<file path="config.mk">
export PLATFORM = sky130hd
export DESIGN_NAME = key_pair_handle_table
export DESIGN_NICKNAME = d
export VERILOG_FILES = /design/src/rtl/core/khtab_pkg.sv /design/src/rtl/core/key_pair_handle_table.sv /design/src/rtl/core/khtab_front.sv /design/src/rtl/core/khtab_back.sv
export SDC_FILE = /design/constraint.sdc
export NUM_CORES = 2
export LEC_CHECK = 0
export ABC_AREA = 1
export BUFFER_PORTS_ARGS = -buffer_cell sky130_fd_sc_hd__buf_4
export CAP_MARGIN = 20
export CORE_MARGIN = 2
export CORE_UTILIZATION = 51
export CTS_CLUSTER_DIAMETER = 120
export CTS_CLUSTER_SIZE = 8
export DETAILED_ROUTE_END_ITERATION = 6
export PLACE_DENSITY_LB_ADDON = 0.15
export SLEW_MARGIN = 5
export SYNTH_ARGS = -nofsm -noshare
export SYNTH_HDL_FRONTEND = slang
export SYNTH_SLANG_ARGS = --single-unit
</file>
<file path="constraint.sdc">
create_clock -name clk_i -period 6.5 [get_ports clk_i]
set_input_delay 1.3 -clock clk_i [delete_from_list [all_inputs] [get_ports clk_i]]
set_output_delay 1.3 -clock clk_i [all_outputs]
set_load 0.01 [all_outputs]
</file>
<file path="src/rtl/core/khtab_pkg.sv">
package khtab_pkg;

  localparam int OP_W  = 2;
  localparam int CAP_W = 7;

  typedef enum logic [OP_W-1:0] {
    OP_LOOKUP = 2'd0,
    OP_ALLOC  = 2'd1,
    OP_DELETE = 2'd2,
    OP_READ   = 2'd3
  } op_e;

endpackage

</file>
<file path="src/rtl/core/key_pair_handle_table.sv">
// Lookup, delete and allocate with the table at capacity scan the slots below the fill mark,
// one slot per cycle, then wait in ST_RESP until the output register is free.
// Allocate below capacity and a read at or past the fill mark go straight to ST_RESP, other
// reads via ST_READ. The back sequencer takes one operation at a time, and the front queue
// holds two more. Reset clears the fill mark, the live count and the handshakes;
// slots at or above the fill mark read as zero, so the slot memory needs no clearing pass.
module key_pair_handle_table import khtab_pkg::*; #(
  parameter int SLOTS     = 64,
  parameter int TYPE_BITS = 8,
  parameter int ID_BITS   = 16,
  localparam int IDX_W    = $clog2(SLOTS),
  localparam int CNT_W    = $clog2(SLOTS + 1),
  localparam int IN_W     = TYPE_BITS + ID_BITS + IDX_W,
  localparam int IN_TD_W  = ((IN_W + 7) / 8) * 8,
  localparam int OUT_W    = IDX_W + TYPE_BITS + ID_BITS + CNT_W,
  localparam int OUT_TD_W = ((OUT_W + 7) / 8) * 8
) (
  input  logic                clk_i,
  input  logic                rst_ni,
  input  logic                cfg_valid_i,
  output logic                cfg_ready_o,
  input  logic [CAP_W-1:0]    cfg_data_i,
  input  logic                s_axis_tvalid,
  output logic                s_axis_tready,
  // key_type, key_id, slot_index
  input  logic [IN_TD_W-1:0]  s_axis_tdata,
  // opcode
  input  logic [OP_W-1:0]     s_axis_tuser,
  output logic                m_axis_tvalid,
  input  logic                m_axis_tready,
  // result_index, out_type, out_id, live_count
  output logic [OUT_TD_W-1:0] m_axis_tdata,
  // found, table_full
  output logic [1:0]          m_axis_tuser
);

  logic [CAP_W-1:0]     cap_q;
  logic                 cmd_valid, cmd_ready;
  op_e                  cmd_op;
  logic [TYPE_BITS-1:0] cmd_type;
  logic [ID_BITS-1:0]   cmd_id;
  logic [IDX_W-1:0]     cmd_idx;
  logic [IDX_W-1:0]     rsp_index;
  logic                 rsp_found, rsp_full;
  logic [TYPE_BITS-1:0] rsp_type;
  logic [ID_BITS-1:0]   rsp_id;
  logic [CNT_W-1:0]     rsp_live;

  assign cfg_ready_o = 1'b1;

  always_ff @(posedge clk_i or negedge rst_ni) begin
    if (!rst_ni) begin
      cap_q <= CAP_W'(64);
    end else if (cfg_valid_i) begin
      cap_q <= cfg_data_i;
    end
  end

  khtab_front #(
    .TYPE_BITS (TYPE_BITS),
    .ID_BITS   (ID_BITS),
    .IDX_W     (IDX_W)
  ) u_front (
    .clk_i       (clk_i),
    .rst_ni      (rst_ni),
    .in_valid_i  (s_axis_tvalid),
    .in_ready_o  (s_axis_tready),
    .in_opcode_i (s_axis_tuser),
    .in_type_i   (s_axis_tdata[TYPE_BITS-1:0]),
    .in_id_i     (s_axis_tdata[TYPE_BITS+ID_BITS-1:TYPE_BITS]),
    .in_idx_i    (s_axis_tdata[IN_W-1:TYPE_BITS+ID_BITS]),
    .cmd_valid_o (cmd_valid),
    .cmd_ready_i (cmd_ready),
    .cmd_op_o    (cmd_op),
    .cmd_type_o  (cmd_type),
    .cmd_id_o    (cmd_id),
    .cmd_idx_o   (cmd_idx)
  );

  khtab_back #(
    .SLOTS     (SLOTS),
    .TYPE_BITS (TYPE_BITS),
    .ID_BITS   (ID_BITS),
    .IDX_W     (IDX_W),
    .CNT_W     (CNT_W)
  ) u_back (
    .clk_i       (clk_i),
    .rst_ni      (rst_ni),
    .cap_i       (cap_q),
    .cmd_valid_i (cmd_valid),
    .cmd_ready_o (cmd_ready),
    .cmd_op_i    (cmd_op),
    .cmd_type_i  (cmd_type),
    .cmd_id_i    (cmd_id),
    .cmd_idx_i   (cmd_idx),
    .rsp_valid_o (m_axis_tvalid),
    .rsp_ready_i (m_axis_tready),
    .rsp_index_o (rsp_index),
    .rsp_found_o (rsp_found),
    .rsp_full_o  (rsp_full),
    .rsp_type_o  (rsp_type),
    .rsp_id_o    (rsp_id),
    .rsp_live_o  (rsp_live)
  );

  assign m_axis_tdata = OUT_TD_W'({rsp_live, rsp_id, rsp_type, rsp_index});
  assign m_axis_tuser = {rsp_full, rsp_found};

endmodule

</file>
<file path="src/rtl/core/khtab_front.sv">
module khtab_front import khtab_pkg::*; #(
  parameter int TYPE_BITS = 8,
  parameter int ID_BITS   = 16,
  parameter int IDX_W     = 6
) (
  input  logic                 clk_i,
  input  logic                 rst_ni,
  input  logic                 in_valid_i,
  output logic                 in_ready_o,
  input  logic [OP_W-1:0]      in_opcode_i,
  input  logic [TYPE_BITS-1:0] in_type_i,
  input  logic [ID_BITS-1:0]   in_id_i,
  input  logic [IDX_W-1:0]     in_idx_i,
  output logic                 cmd_valid_o,
  input  logic                 cmd_ready_i,
  output op_e                  cmd_op_o,
  output logic [TYPE_BITS-1:0] cmd_type_o,
  output logic [ID_BITS-1:0]   cmd_id_o,
  output logic [IDX_W-1:0]     cmd_idx_o
);

  op_e                  op_q   [2];
  logic [TYPE_BITS-1:0] type_q [2];
  logic [ID_BITS-1:0]   id_q   [2];
  logic [IDX_W-1:0]     idx_q  [2];
  logic                 wr_ptr_q, rd_ptr_q;
  logic [1:0]           cnt_q;
  logic                 push, pop;
  op_e                  in_op;

  assign in_op       = op_e'(in_opcode_i);
  assign in_ready_o  = (cnt_q != 2'd2);
  assign cmd_valid_o = (cnt_q != 2'd0);
  assign push        = in_valid_i && in_ready_o;
  assign pop         = cmd_valid_o && cmd_ready_i;

  assign cmd_op_o   = op_q[rd_ptr_q];
  assign cmd_type_o = type_q[rd_ptr_q];
  assign cmd_id_o   = id_q[rd_ptr_q];
  assign cmd_idx_o  = idx_q[rd_ptr_q];

  always_ff @(posedge clk_i) begin
    if (push) begin
      op_q[wr_ptr_q]   <= in_op;
      type_q[wr_ptr_q] <= in_type_i;
      id_q[wr_ptr_q]   <= in_id_i;
      idx_q[wr_ptr_q]  <= (in_op == OP_READ) ? in_idx_i : '0;
    end
  end

  always_ff @(posedge clk_i or negedge rst_ni) begin
    if (!rst_ni) begin
      wr_ptr_q <= 1'b0;
      rd_ptr_q <= 1'b0;
      cnt_q    <= 2'd0;
    end else begin
      if (push) wr_ptr_q <= ~wr_ptr_q;
      if (pop)  rd_ptr_q <= ~rd_ptr_q;
      case ({push, pop})
        2'b10:   cnt_q <= cnt_q + 2'd1;
        2'b01:   cnt_q <= cnt_q - 2'd1;
        default: cnt_q <= cnt_q;
      endcase
    end
  end

endmodule

</file>
<file path="src/rtl/core/khtab_back.sv">
module khtab_back import khtab_pkg::*; #(
  parameter int SLOTS     = 64,
  parameter int TYPE_BITS = 8,
  parameter int ID_BITS   = 16,
  parameter int IDX_W     = 6,
  parameter int CNT_W     = 7
) (
  input  logic                 clk_i,
  input  logic                 rst_ni,
  input  logic [CAP_W-1:0]     cap_i,
  input  logic                 cmd_valid_i,
  output logic                 cmd_ready_o,
  input  op_e                  cmd_op_i,
  input  logic [TYPE_BITS-1:0] cmd_type_i,
  input  logic [ID_BITS-1:0]   cmd_id_i,
  input  logic [IDX_W-1:0]     cmd_idx_i,
  output logic                 rsp_valid_o,
  input  logic                 rsp_ready_i,
  output logic [IDX_W-1:0]     rsp_index_o,
  output logic                 rsp_found_o,
  output logic                 rsp_full_o,
  output logic [TYPE_BITS-1:0] rsp_type_o,
  output logic [ID_BITS-1:0]   rsp_id_o,
  output logic [CNT_W-1:0]     rsp_live_o
);

  localparam int KEY_W = TYPE_BITS + ID_BITS;
  localparam int CW    = (CNT_W > CAP_W) ? CNT_W : CAP_W;

  typedef enum logic [1:0] {
    ST_IDLE,
    ST_SCAN,
    ST_READ,
    ST_RESP
  } state_e;

  logic [KEY_W-1:0] mem_q [SLOTS];
  logic [KEY_W-1:0] rd_data_q;
  logic [IDX_W-1:0] rd_addr;
  logic             mem_we;
  logic [IDX_W-1:0] mem_wa;
  logic [KEY_W-1:0] mem_wd;

  state_e                 state_q, state_d;
  op_e                    op_q, op_d;
  logic [KEY_W-1:0]       key_q, key_d;
  logic [CNT_W-1:0]       fill_q, fill_d;
  logic [CNT_W-1:0]       live_q, live_d;
  logic [CNT_W-1:0]       issue_q, issue_d;
  logic                   dvld_q, dvld_d;
  logic [IDX_W-1:0]       didx_q, didx_d;
  logic [IDX_W-1:0]       res_index_q, res_index_d;
  logic                   res_found_q, res_found_d;
  logic                   res_full_q, res_full_d;
  logic [KEY_W-1:0]       res_key_q, res_key_d;
  logic                   out_valid_q, out_valid_d;
  logic [IDX_W-1:0]       out_index_q, out_index_d;
  logic                   out_found_q, out_found_d;
  logic                   out_full_q, out_full_d;
  logic [KEY_W-1:0]       out_key_q, out_key_d;
  logic [CNT_W-1:0]       out_live_q, out_live_d;

  logic             reuse;
  logic             match;
  logic             new_live;
  logic [KEY_W-1:0] cmd_key;
  logic             out_free;

  assign cmd_key  = {cmd_id_i, cmd_type_i};
  assign reuse    = (CW'(fill_q) >= CW'(cap_i)) || (fill_q == CNT_W'(SLOTS));
  assign match    = (op_q == OP_ALLOC) ? (rd_data_q[KEY_W-1:TYPE_BITS] == '0)
                                       : (rd_data_q == key_q);
  assign new_live = (key_q[KEY_W-1:TYPE_BITS] != '0);
  assign out_free = !out_valid_q || rsp_ready_i;

  assign cmd_ready_o = (state_q == ST_IDLE);
  assign rsp_valid_o = out_valid_q;
  assign rsp_index_o = out_index_q;
  assign rsp_found_o = out_found_q;
  assign rsp_full_o  = out_full_q;
  assign rsp_type_o  = out_key_q[TYPE_BITS-1:0];
  assign rsp_id_o    = out_key_q[KEY_W-1:TYPE_BITS];
  assign rsp_live_o  = out_live_q;

  always_ff @(posedge clk_i) begin
    if (mem_we) mem_q[mem_wa] <= mem_wd;
    rd_data_q <= mem_q[rd_addr];
  end

  always_comb begin
    state_d     = state_q;
    op_d        = op_q;
    key_d       = key_q;
    fill_d      = fill_q;
    live_d      = live_q;
    issue_d     = issue_q;
    dvld_d      = 1'b0;
    didx_d      = didx_q;
    res_index_d = res_index_q;
    res_found_d = res_found_q;
    res_full_d  = res_full_q;
    res_key_d   = res_key_q;
    out_valid_d = out_valid_q && !rsp_ready_i;
    out_index_d = out_index_q;
    out_found_d = out_found_q;
    out_full_d  = out_full_q;
    out_key_d   = out_key_q;
    out_live_d  = out_live_q;
    rd_addr     = issue_q[IDX_W-1:0];
    mem_we      = 1'b0;
    mem_wa      = fill_q[IDX_W-1:0];
    mem_wd      = cmd_key;

    case (state_q)
      ST_IDLE: begin
        if (cmd_valid_i) begin
          op_d        = cmd_op_i;
          key_d       = cmd_key;
          issue_d     = '0;
          res_index_d = '0;
          res_found_d = 1'b0;
          res_full_d  = 1'b0;
          res_key_d   = '0;
          case (cmd_op_i)
            OP_ALLOC: begin
              if (reuse) begin
                state_d = ST_SCAN;
              end else begin
                mem_we      = 1'b1;
                res_index_d = fill_q[IDX_W-1:0];
                fill_d      = fill_q + CNT_W'(1);
                live_d      = live_q + CNT_W'(cmd_id_i != '0);
                state_d     = ST_RESP;
              end
            end
            OP_READ: begin
              rd_addr = cmd_idx_i;
              state_d = (CNT_W'(cmd_idx_i) < fill_q) ? ST_READ : ST_RESP;
            end
            default: state_d = ST_SCAN;
          endcase
        end
      end
      ST_SCAN: begin
        mem_wa = didx_q;
        if (dvld_q && match) begin
          res_index_d = didx_q;
          case (op_q)
            OP_ALLOC: begin
              mem_we = 1'b1;
              mem_wd = key_q;
              live_d = live_q + CNT_W'(new_live);
            end
            OP_DELETE: begin
              mem_we      = 1'b1;
              mem_wd      = '0;
              res_found_d = 1'b1;
              live_d      = live_q - CNT_W'(new_live);
            end
            default: res_found_d = 1'b1;
          endcase
          state_d = ST_RESP;
        end else if (issue_q == fill_q) begin
          res_full_d = (op_q == OP_ALLOC);
          state_d    = ST_RESP;
        end else begin
          dvld_d  = 1'b1;
          didx_d  = issue_q[IDX_W-1:0];
          issue_d = issue_q + CNT_W'(1);
        end
      end
      ST_READ: begin
        res_key_d = rd_data_q;
        state_d   = ST_RESP;
      end
      ST_RESP: begin
        if (out_free) begin
          out_valid_d = 1'b1;
          out_index_d = res_index_q;
          out_found_d = res_found_q;
          out_full_d  = res_full_q;
          out_key_d   = res_key_q;
          out_live_d  = live_q;
          state_d     = ST_IDLE;
        end
      end
      default: state_d = ST_IDLE;
    endcase
  end

  always_ff @(posedge clk_i or negedge rst_ni) begin
    if (!rst_ni) begin
      state_q     <= ST_IDLE;
      op_q        <= OP_LOOKUP;
      key_q       <= '0;
      fill_q      <= '0;
      live_q      <= '0;
      issue_q     <= '0;
      dvld_q      <= 1'b0;
      didx_q      <= '0;
      res_index_q <= '0;
      res_found_q <= 1'b0;
      res_full_q  <= 1'b0;
      res_key_q   <= '0;
      out_valid_q <= 1'b0;
      out_index_q <= '0;
      out_found_q <= 1'b0;
      out_full_q  <= 1'b0;
      out_key_q   <= '0;
      out_live_q  <= '0;
    end else begin
      state_q     <= state_d;
      op_q        <= op_d;
      key_q       <= key_d;
      fill_q      <= fill_d;
      live_q      <= live_d;
      issue_q     <= issue_d;
      dvld_q      <= dvld_d;
      didx_q      <= didx_d;
      res_index_q <= res_index_d;
      res_found_q <= res_found_d;
      res_full_q  <= res_full_d;
      res_key_q   <= res_key_d;
      out_valid_q <= out_valid_d;
      out_index_q <= out_index_d;
      out_found_q <= out_found_d;
      out_full_q  <= out_full_d;
      out_key_q   <= out_key_d;
      out_live_q  <= out_live_d;
    end
  end

endmodule

</file>
==> out/qor.csv <==
stage;metric;value;unit
run_status;status;finished clean;
grt;number of global-route vias before repair;50494;
critical_path;Worst EP required;7070;ps
timing;worst relative slew slack;21.2;%
synth;number of flops mapped to enable cells by yosys;1600;
clock_network;CTS resizes;0;
pwr;VDD IR max;0.309;mV
job;MaxCap Viol Count;0;
detailed_routing;Post-route DRC;0;
synth;Synth Area in Adders;0.478;%
timing;Final period util;70.7;%
floorplan;chip width;394;um
timing;fin. max-slew vios;0;
timing;Period minus WS final;4590;ps
floorplan;CORE AREA;151000;um2
synth;synth cell count leaders;nand2_1 (1707), edfxtp_1 (1600), nand3_1 (1577), inv_1 (1454), buf_2 (236);
final_layout;# diodes;0;
floorplan;die area;155000;um2
clock_network;Clock Latency Late Sink;860;ps
final_layout;fraction of layout cells with a size suffix above 1;8.67;%
critical_path;CP cell instances;inv_1 > ha_1 > inv_1 > nor2_1 > nand2_2 > clkinv_1 > nand2_1 > buf_4 > o21ai_4 > buf_4;
final_layout;Fillers;12465;
final_layout;Synth-to-Final Area Change;13.0;%
clock_network;Clock Root Buffer;clkbuf_16;
clock_network;CTS max path bufs;3;
floorplan;starting density of the core;51.2;%
detailed_routing;DRT iter0 DRCs;6161;
synth;Main synth FF type;edfxtp_1;
placement;# port buffers;84;
timing;Max Fclk;218;MHz
synth;Mapped Area;77500;um2
synth;sequential share of the synthesized area;67.1;%
clock_network;CTS sink count;1763;
floorplan;row count;143;
clock_network;CTS clk-pin slew, worst paths;60;ps
synth;XOR/XNOR share of the synthesized area;0.271;%
clock_network;TritonCTS Buffers;238;
min_path;Hold Crit Class;input port to async pin;
timing;Slew @ Worst Pin;1180;ps
critical_path;startpoint types;flip-flop;
synth;Syn. warnings;0;
critical_path;element type at the critical path end;flip-flop;
synth;ranking of synthesized cells by area;edfxtp_1 (62%), nand3_1 (10%), nand2_1 (8.3%), inv_1 (7.0%), dfrtp_1 (4.5%);
critical_path;Critical Path Slowest Stage Cell;o21ai_4;
synth;#FFs+latches synth;1763;
final_layout;fin nets;7666;
critical_path;CP Max Fanout;33;
synth;library cells used by synthesis;43;
timing;final hold slack;439;ps
clock_network;Post-CTS Hold Fix Bufs;0;
grt;GRT Util Overall;28.2;%
clock_network;TritonCTS clock tree;built;
detailed_routing;Via density;5.49;
timing;Final setup viols;0;
synth;mean area per synthesized cell;10.4;um2
pwr;Static Leak;36.8;nW
synth;post-synthesis mux area share;0.199;%
placement;hpwl dp;122;mm
critical_path;crit path kind;flip-flop to flip-flop;
pwr;power density cells;438;nW/um2
timing;final clock skew;48.1;ps
synth;Syn Inst Count;7482;
clock_network;H-tree depth;4;
grt;largest net degree at the start of global routing;126;
critical_path;CP max stage delay;870;ps
synth;largest family of logic cells by synthesized area;simple AND/OR/NAND/NOR gates;
grt;first-pass GRT wire length;326;mm
detailed_routing;final WL;220;mm
detailed_routing;drt first pass iters;6;
timing;unrepaired setup endpoints after global routing;false;
timing;TNS Setup;0;ps
detailed_routing;WL per Instance;22.7;um
floorplan;Die Y;394;um
detailed_routing;vias post-DR;53270;
synth;area leader, netlist;edfxtp_1;
placement;GP Congestion;0.872;
grt;initial antenna violation count;8;
grt;Congestion Overflow GR;0;
clock_network;postcts setup bufs;0;
synth;Compound-Gate Fraction of Synth Area;1.20;%
floorplan;I/O pins;91;
critical_path;CP arrival;5160;ps
detailed_routing;Antenna Violating Nets Remaining;0;
timing;final hold violations;0;
synth;most common cell in the synthesized netlist;nand2_1;
synth;ys async rst share;7.88;%
synth;Synth top area share;62.0;%
synth;Synth Area in Simple Gates;21.0;%
## routing by layer
layer | vias to the layer above | wire length, um | GRT usage, %
met5 | - | 27 | 0
met1 | 25764 | 92700 | 40.4
met2 | 2491 | 100000 | 43.7
met3 | 393 | 19800 | 4.56
met4 | 4 | 7240 | 10.5
li1 | 24618 | - | -
## cell type report
type | instances | area, um2 | share of cell area [%]
inverters | 1460 | 5490 | 6.27
clock inverters | 15 | 288 | 0.329
multi-input cells | 3866 | 18500 | 21.2
well taps | 2030 | 2540 | 2.90
flip-flops and latches | 1763 | 52000 | 59.4
repair buffers | 262 | 2450 | 2.80
clock buffers | 307 | 6240 | 7.12
## placed cells by master (no fill, tap or decap), types with 68 or more instances in the layout
cell type,synthesis,layout
nand2_1,1707,1702
inv_1,1454,1452
nand3_1,1577,1577
clkbuf_1,94,68
dfrtp_1,138,138
o21ai_0,146,127
edfxtp_1,1600,1600
buf_4,13,223
nand3b_1,145,145
clkbuf_16,0,239
## registers in the layout (all words and copies together) (netlist names), 2 cells and up
signal              count
u_back.issue_q          7
u_front.op_q            4
u_back.didx_q           6
u_back.state_q          2
u_back.res_index_q      6
u_front.id_q           32
cap_q                   7
u_back.live_q           7
u_back.rsp_live_o       7
u_front.type_q         16
u_front.idx_q          12
u_back.res_key_q       24
u_back.out_key_q       24
u_back.rsp_index_o      6
u_back.fill_q           7
u_back.key_q           24
u_back.op_q             2
u_front.cnt_q           2
u_back.rd_data_q       24
u_back.mem_q         1536
## power by group
group / total, W / internal (W) / switching [W]
registers: 0.0148 / 0.0145 / 0.000376
logic: 0.0123 / 0.00317 / 0.00915
clock network: 0.0112 / 0.00661 / 0.00457
total: 0.0383 / 0.0242 / 0.0141
## cells by family (layout without fill, tap and decap cells)
group	after synthesis	in the layout
adders and majority gates	29	29
muxes	14	14
AOI/OAI and AO/OA	180	180
and+or+nand+nor	3615	3615
buffers and inverters	1855	2044
xor gates and xnor gates	24	24
DFF	1763	1763
other	2	4
## worst max-delay path, delay by kind of cell, from the launching register on
| kind | cells | cell delay (ps) |
|---|---|---|
| buffers and inverters | 5 | 1460 |
| flip-flops | 1 | 400 |
| AND/OR/NAND/NOR | 3 | 740 |
| adder cells (fa/ha/maj) | 1 | 760 |
| AO/OA/AOI/OAI | 1 | 870 |
## worst paths after layout
check	from	endpoint	slack (ps)	cells past startpoint
worst max-delay path	u_back.state_q[1]	u_back.mem_q[63][1]	1910	10
worst min-delay path	rst_ni	u_back.issue_q[4]	440	1
worst max register to register	u_back.state_q[1]	u_back.mem_q[63][1]	1910	10
worst min register to register	u_back.res_index_q[3]	u_back.res_index_q[3]	480	2
max in group asynchronous	rst_ni	u_back.res_key_q[1]	4650	2
min in group clk_i	u_back.res_index_q[3]	u_back.res_index_q[3]	480	2
## stage by stage
step	area (um2)	util, %	total power [W]	setup slack [ps]	std cells
3_5_place_dp	81000	53.5	0.0272	1970	9378
6_report	87600	57.8	0.0383	1910	9703
5_1_grt	87600	57.8	0.0400	1580	9703
3_3_place_gp	80900	53.5	0.0270	2050	9376
4_1_cts	87500	57.8	0.0383	1930	9700
2_1_floorplan	77500	-	0.0227	1360	7484
Power figures use the tool's default switching activity.
